===== src/rtl/core/upitl_pkg.sv =====
// ----------------------------------------------------------------------------
// upitl_pkg
// Shared constants, types and helpers for the point-in-triangle locator.
// ----------------------------------------------------------------------------
package upitl_pkg;

  localparam int MAX_VERTICES = 1024;
  localparam int MAX_FACES    = 1024;
  localparam int VA_W = (MAX_VERTICES > 1) ? $clog2(MAX_VERTICES) : 1;
  localparam int FA_W = (MAX_FACES > 1) ? $clog2(MAX_FACES) : 1;
  localparam int FC_W = $clog2(MAX_FACES + 1);

  localparam int COORD_W   = 24;
  localparam int IDX_W     = 10;
  localparam int DIFF_W    = 25;
  localparam int PROD_W    = 50;
  localparam int SUM_W     = 51;
  localparam int DET_MIN_W = 48;
  localparam int MARGIN_W  = 16;
  localparam int QUOT_W    = 25;
  localparam int EXT_W     = 26;
  localparam int CFG_W     = 48;

  localparam logic signed [EXT_W-1:0] ONE_Q16 = 26'sd65536;
  localparam logic signed [EXT_W-1:0] WMAX    = 26'sd8388607;
  localparam logic signed [EXT_W-1:0] WMIN    = -26'sd8388608;

  localparam logic [1:0] KIND_VTX  = 2'd0;
  localparam logic [1:0] KIND_FACE = 2'd1;
  localparam logic [1:0] KIND_QRY  = 2'd2;

  localparam logic REG_DET_MIN = 1'b0;
  localparam logic REG_MARGIN  = 1'b1;

  typedef enum logic [1:0] {
    OP_VTX,
    OP_FACE,
    OP_QRY
  } op_t;

  typedef struct packed {
    op_t                op;
    logic [IDX_W-1:0]   slot;
    logic [COORD_W-1:0] u;
    logic [COORD_W-1:0] v;
    logic [IDX_W-1:0]   ca;
    logic [IDX_W-1:0]   cb;
    logic [IDX_W-1:0]   cc;
    logic               last;
  } item_t;

  typedef struct packed {
    logic               found;
    logic [IDX_W-1:0]   index;
    logic [COORD_W-1:0] wa;
    logic [COORD_W-1:0] wb;
    logic [COORD_W-1:0] wc;
  } result_t;

  typedef enum logic [3:0] {
    B_IDLE,
    B_VRD,
    B_FWR,
    B_QRD,
    B_QBOX,
    B_QDIFF,
    B_QMUL,
    B_QDET,
    B_QDIVA,
    B_QDIVB,
    B_QCHK,
    B_QOUT
  } bstate_t;

  function automatic logic signed [EXT_W-1:0] sx26(input logic [COORD_W-1:0] x);
    sx26 = signed'({{(EXT_W-COORD_W){x[COORD_W-1]}}, x});
  endfunction

  function automatic logic signed [DIFF_W-1:0] sx25(input logic [COORD_W-1:0] x);
    sx25 = signed'({x[COORD_W-1], x});
  endfunction

  // quotient to signed Q8.16 weight, saturated
  function automatic logic [COORD_W-1:0] wsat(input logic [QUOT_W-1:0] q, input logic neg);
    logic [QUOT_W-1:0] mag;
    logic [QUOT_W-1:0] nmag;
    mag  = q[QUOT_W-1] ? 25'h1000000 : {1'b0, q[COORD_W-1:0]};
    nmag = ~mag + 25'd1;
    if (neg) begin
      wsat = (mag > 25'h0800000) ? 24'h800000 : nmag[COORD_W-1:0];
    end else begin
      wsat = (mag > 25'h07FFFFF) ? 24'h7FFFFF : mag[COORD_W-1:0];
    end
  endfunction

  function automatic logic [COORD_W-1:0] sat24(input logic signed [EXT_W-1:0] x);
    if (x > WMAX) begin
      sat24 = 24'h7FFFFF;
    end else if (x < WMIN) begin
      sat24 = 24'h800000;
    end else begin
      sat24 = x[COORD_W-1:0];
    end
  endfunction

  function automatic logic w_ok(input logic [COORD_W-1:0] w, input logic [MARGIN_W-1:0] m);
    logic signed [EXT_W-1:0] ws;
    logic signed [EXT_W-1:0] ms;
    ws   = sx26(w);
    ms   = signed'({{(EXT_W-MARGIN_W){1'b0}}, m});
    w_ok = (ws >= -ms) && (ws <= ONE_Q16 + ms);
  endfunction

endpackage


===== src/rtl/core/upitl_front.sv =====
// ----------------------------------------------------------------------------
// upitl_front
// Accepts items, decodes their kind and queues known ones for the back end.
// ----------------------------------------------------------------------------
module upitl_front (
  input  logic                              clk,
  input  logic                              rst,
  input  logic                              push,
  output logic                              full,
  input  logic [1:0]                        kind,
  input  logic [upitl_pkg::IDX_W-1:0]       slot,
  input  logic [upitl_pkg::COORD_W-1:0]     coord_u,
  input  logic [upitl_pkg::COORD_W-1:0]     coord_v,
  input  logic [upitl_pkg::IDX_W-1:0]       corner_a,
  input  logic [upitl_pkg::IDX_W-1:0]       corner_b,
  input  logic [upitl_pkg::IDX_W-1:0]       corner_c,
  input  logic                              last_face,
  output logic                              q_valid,
  output upitl_pkg::item_t                  q_item,
  input  logic                              q_pop
);

  upitl_pkg::item_t fifo [4];
  logic [1:0] wr_ptr;
  logic [1:0] rd_ptr;
  logic [2:0] count;
  logic       keep;
  logic       do_push;
  logic       do_pop;
  upitl_pkg::item_t in_item;

  always_comb begin
    in_item.op   = upitl_pkg::OP_VTX;
    keep         = 1'b1;
    case (kind)
      upitl_pkg::KIND_VTX:  in_item.op = upitl_pkg::OP_VTX;
      upitl_pkg::KIND_FACE: in_item.op = upitl_pkg::OP_FACE;
      upitl_pkg::KIND_QRY:  in_item.op = upitl_pkg::OP_QRY;
      default:              keep = 1'b0;
    endcase
    in_item.slot = slot;
    in_item.u    = coord_u;
    in_item.v    = coord_v;
    in_item.ca   = corner_a;
    in_item.cb   = corner_b;
    in_item.cc   = corner_c;
    in_item.last = last_face;
  end

  assign full    = (count == 3'd4);
  assign q_valid = (count != 3'd0);
  assign q_item  = fifo[rd_ptr];
  assign do_push = push && !full && keep;
  assign do_pop  = q_pop && q_valid;

  always_ff @(posedge clk) begin
    if (do_push) begin
      fifo[wr_ptr] <= in_item;
    end
  end

  always_ff @(posedge clk) begin
    if (rst) begin
      wr_ptr <= '0;
      rd_ptr <= '0;
      count  <= '0;
    end else begin
      if (do_push) begin
        wr_ptr <= wr_ptr + 2'd1;
      end
      if (do_pop) begin
        rd_ptr <= rd_ptr + 2'd1;
      end
      count <= count + {2'b0, do_push} - {2'b0, do_pop};
    end
  end

endmodule


===== config.mk =====
export PLATFORM = sky130hd
export DESIGN_NAME = upitl_front
export DESIGN_NICKNAME = d
export VERILOG_FILES = /design/src/rtl/core/upitl_pkg.sv /design/src/rtl/core/upitl_front.sv
export SDC_FILE = /design/constraint.sdc
export NUM_CORES = 1
export LEC_CHECK = 0
export ABC_CLOCK_PERIOD_IN_PS = 3100
export BUFFER_PORTS_ARGS = -buffer_cell sky130_fd_sc_hd__buf_2
export CORE_MARGIN = 5
export CORE_UTILIZATION = 50
export CTS_CLUSTER_SIZE = 8
export DETAILED_ROUTE_END_ITERATION = 16
export HOLD_SLACK_MARGIN = 0.05
export PLACE_DENSITY_LB_ADDON = 0.2
export SETUP_SLACK_MARGIN = 0.15
export SLEW_MARGIN = 20
export SYNTH_ARGS = -nofsm -noshare
export SYNTH_HDL_FRONTEND = slang
export SYNTH_SLANG_ARGS = --single-unit

===== constraint.sdc =====
create_clock -name clk -period 3.1 [get_ports clk]
set_input_delay 0.62 -clock clk [delete_from_list [all_inputs] [get_ports clk]]
set_output_delay 0.62 -clock clk [all_outputs]
set_load 0.02 [all_outputs]

# Yosys cells after proc, flatten, opt, wreduce, memory -nomap -nowiden
# Memories as Yosys holds them, arrays and structs flattened. A register that Yosys moved wholly into a read port is not among the register bits.
# Cells that the tools add are included.
# word_totals
register_bits	7
mem_bits_rw	364
mem_count	1
# classes
n_addsub	4
n_eq_ne	3
n_mux	6
reduce_logical	7
# memory_table
name	depth	width	read_ports	rd_clocked_by_memory_dff	wr	line	text
fifo	4	91	1	1	1	upitl_front.sv:23	upitl_pkg::item_t fifo [4];
# op_table
operator	n
2-bit by 1-bit adder with 2-bit output, second input constant	2
2-bit 2-to-1 mux	2
2-bit one-hot mux with 2 select lines	1
3-bit by 1-bit adder with 3-bit output	1
3-bit == test, second input constant	1
1-bit logical AND	3
1-bit 2-to-1 mux	3
3-bit nonzero test	1
3-bit OR reduction	1
3-bit by 1-bit subtractor with 3-bit output	1
2-bit by 1-bit == test with 1-bit output, second input constant	1
2-bit == test, second input constant	1
2-bit zero test	1
1-bit zero test	1

# Logic depth before layout (Yosys ltp)
# depth
depth_word	6
depth_mapped	11

# Worst setup path after synthesis
# OpenSTA, ideal clock, no wires.
# synth_path
path_type	input-to-reg
startpoint	input kind[1]
endpoint	memory fifo[0][0] (netlist bit), enable pin
setup_ps	410
t_arrival_ps	2182
slack_ps	508
cell_stages	2
cell_sequence	a211oi_4 and2_2
# synth_via
elab_chain_cells	6
# synth_lines
item	line	text
start, declared	upitl_front.sv:10	input logic [1:0] kind,
2-bit == test, or another cell as far along	upitl_front.sv:35	case (kind)
3-bit OR reduction (no line) *	--	
1-bit 2-to-1 mux *	upitl_front.sv:35	
1-bit logical AND *	upitl_front.sv:53	assign do_push = push && !full && keep;
1-bit 2-to-1 mux *	upitl_front.sv:57	if (do_push) begin
1-bit 2-to-1 mux (not written as such) *	upitl_front.sv:58	fifo[wr_ptr] <= in_item;
end, declared	upitl_front.sv:23	
# Every way passes the cells marked *; elsewhere a longest branch is shown, timed or not.

==> flow_summary.yaml <==
route:
  post_drt_wl_per_cell_um: 23.2
  drt-vias-per-instance: 5.49
  drt_pass1_iterations: 4
  ant_nets: 0
  post-route-drc-count: 0
  detail_route.iter0.violations: 345
  routed_wirelength_mm: 26.1
  vias: 6172
finish:
  layout_nets: 866
  finalInstanceArea_um2: 16600
  finish.utilization_pct: 61.5
  stdcell_count: 1125
  diodes: 0
  drive_above_1_share_pct: 46.2
  syn_to_final_growth_pct: 21.4
timing:
  report.final.setup_viol: 0
  grt_setup_unrepaired: "no"
  slew_headroom_pct: 63.4
  whs_ns: 0.300
  period_needed_ns: 2.78
  worst_pin_slew_ns: 0.548
  final_max_slew_viol_count: 0
  timing_hold_violations_final: 0
  skew_ns: 0.0144
  finalSetupTns_ns: 0
  max_freq_mhz: 359
  final.period_utilization_pct: 89.7
power:
  pwr_density_cell_nw_per_um2: 865
  ir_worst_vdd_mv: 0.627
  leakagePower_nw: 5.59
clocking:
  clock_tree.root_cell: "sky130_fd_sc_hd__clkbuf_16"
  max-clock-path-buffers: 3
  clkTransAtPathRegs_ns: 0.05
  clock_tree_from_tritoncts: "yes"
  worstSkewPairLatency_ns: 0.53
  cts_inserted_buffers: 52
  cts.sinks: 373
  post_cts_hold_buffer_count: 0
  cts_max_level: 2
worst_setup_path:
  timing.critical_path.arrival_ns: 2.16
  worstSetupStartpointType: "flip-flop"
  crit_path_max_fanout: 33
  worstPathBufferInverterCount: 2
  crit_path_end_kind: "output port"
  crit_family: "multiplexers"
  critPathKind: "flip-flop to output port"
  required_worst_endpoint_ns: 2.48
  crit_path_max_incr_delay_ns: 0.57
  cp_cell_sequence: "buf_12 -> mux4_2 -> buf_2"
  crit_slowest_cell: "sky130_fd_sc_hd__mux4_2"
synthesis:
  post_synth.cell_area_avg_um2: 26.0
  netlist_top_cells_count: "sky130_fd_sc_hd__edfxtp_1, sky130_fd_sc_hd__mux4_2, sky130_fd_sc_hd__buf_6"
  syn_nets: 628
  mapped_cell_area_um2: 13700
  synth_top_area_share_pct: 80.0
  synth.ff_latch_count: 373
  post_synth_main_area_contributors: "sky130_fd_sc_hd__edfxtp_1, sky130_fd_sc_hd__mux4_2, sky130_fd_sc_hd__dfxtp_1"
  synth_edf_count: 364
  yosysWarningCount: 0
  synthMostInstantiatedCell: "sky130_fd_sc_hd__edfxtp_1"
  ys_seq_area_share_pct: 81.3
  ys_types: 23
  synth_flop_cell: "sky130_fd_sc_hd__edfxtp_1"
  yosys.area.top_type: "sky130_fd_sc_hd__edfxtp_1"
  ys_async_sr_fraction_pct: 0
  post_synth_inst_count: 526
global_route:
  gr-usage-all-layers_pct: 17.0
  number_of_global_route_vias_before_repair: 7013
  grt_start_max_net_pins: 51
  grt_antenna_before_repair: 4
  grt_first_pass_wirelength_mm: 40.1
  grt-ovfl-total: 0
floorplanning:
  dieArea_um2: 30700
  ios: 188
  die_h_um: 175
  die_w_um: 175
  fp-row-count: 60
  std_cell_core_area_um2: 27000
  initial_utilization_pct: 50.7
place:
  place_hpwl_mm: 15.9
  buffer_ports.inserted: 187
  placed_area_um2: 15100
  place.gp.congestion: 0.736
  placed_cells_incl_taps: 1050
hold_path:
  hold_path_class: "input pin to flip-flop"
job:
  maxCapViolations: 0
outcome:
  run_status: "finished clean"
==> state kept, by name, indices dropped and copies added, names as in the netlist, named ones only <==
register  cells
fifo        364
wr_ptr        2
rd_ptr        2
count         3
==> final timing paths <==
kind	startpoint	to	slack, ns	cells after the start
setup / recovery	flip-flop	q_item[10]	0.32	3
hold / removal	corner_a[7]	fifo[0][28]$_DFFE_PP_	0.30	1
setup reg to reg	count[1]$_SDFF_PP0_	count[2]$_SDFF_PP0_	0.73	11
hold reg to reg	wr_ptr[1]$_SDFFE_PP0P_	wr_ptr[1]$_SDFFE_PP0P_	0.56	2
==> metrics by stage <==
step	total power, mW	worst slack [ns]
2_1_floorplan	8.52	0.508
3_3_place_gp	9.50	0.604
3_5_place_dp	9.58	0.539
4_1_cts	14.5	0.182
5_1_grt	15.0	0.191
6_report	14.3	0.318
==> cell families (layout without fill, tap and decap cells) <==
kind of cell	after synthesis	count (layout)	synth area share, %
flip-flops	373	373	81.3
multiplexers	93	93	15.2
buffers and inverters	27	285	1.37
AND/OR/NAND/NOR	20	20	0.925
adder cells (fa/ha/maj)	7	7	0.696
AO/OA/AOI/OAI	3	3	0.284
XOR/XNOR	3	3	0.192
==> layer usage <==
layer / GRT usage (%) / wire length (um) / vias up
met2: 29.9 / 13700 / 192
li1: - / - / 2723
met1: 21.0 / 10000 / 3199
met3: 4.86 / 1870 / 50
met4: 4.65 / 515 / 8
met5: 0 / 34 / -
==> report_power, final <==
part	internal [mW]	switching [mW]	total [mW]
sequential	6.00	0.182	6.19
combinational	1.43	1.85	3.27
clock	3.06	1.82	4.88
total	10.5	3.85	14.3
==> cells in the final DEF (no fill, tap or decap), drive strengths merged <==
master	netlist	layout
a211oi	1	1
clkbuf	2	74
dfxtp	9	9
buf	19	204
and2	5	5
mux2i	1	1
mux4	91	91
nand2b	2	2
xnor2	1	1
o311ai	1	1
nor3	1	1
mux2	1	1
ha	6	6
clkinv	0	1
nor3b	1	1
edfxtp	364	364
nor2	7	7
xor2	2	2
or3	1	1
inv	6	6
nor2b	3	3
o31a	1	1
fa	1	1
==> cell type report <==
cell class              instances  area (um2)
clock buffers                  73        1400
repair buffers                205        1250
well taps                     341         427
clock inverters                 1        5.00
inverters                       6        22.5
multi-input cells             126        2370
flip-flops and latches        373       11100
fillers                      1867       10400
==> repair_timing <==
action,in CTS,in global routing
endpoints found under the hold margin,0,0
resized for setup,0,1
setup buffers,0,0
setup endpoints to repair,0,39
Note: power is estimated with default switching activity, not from simulation.
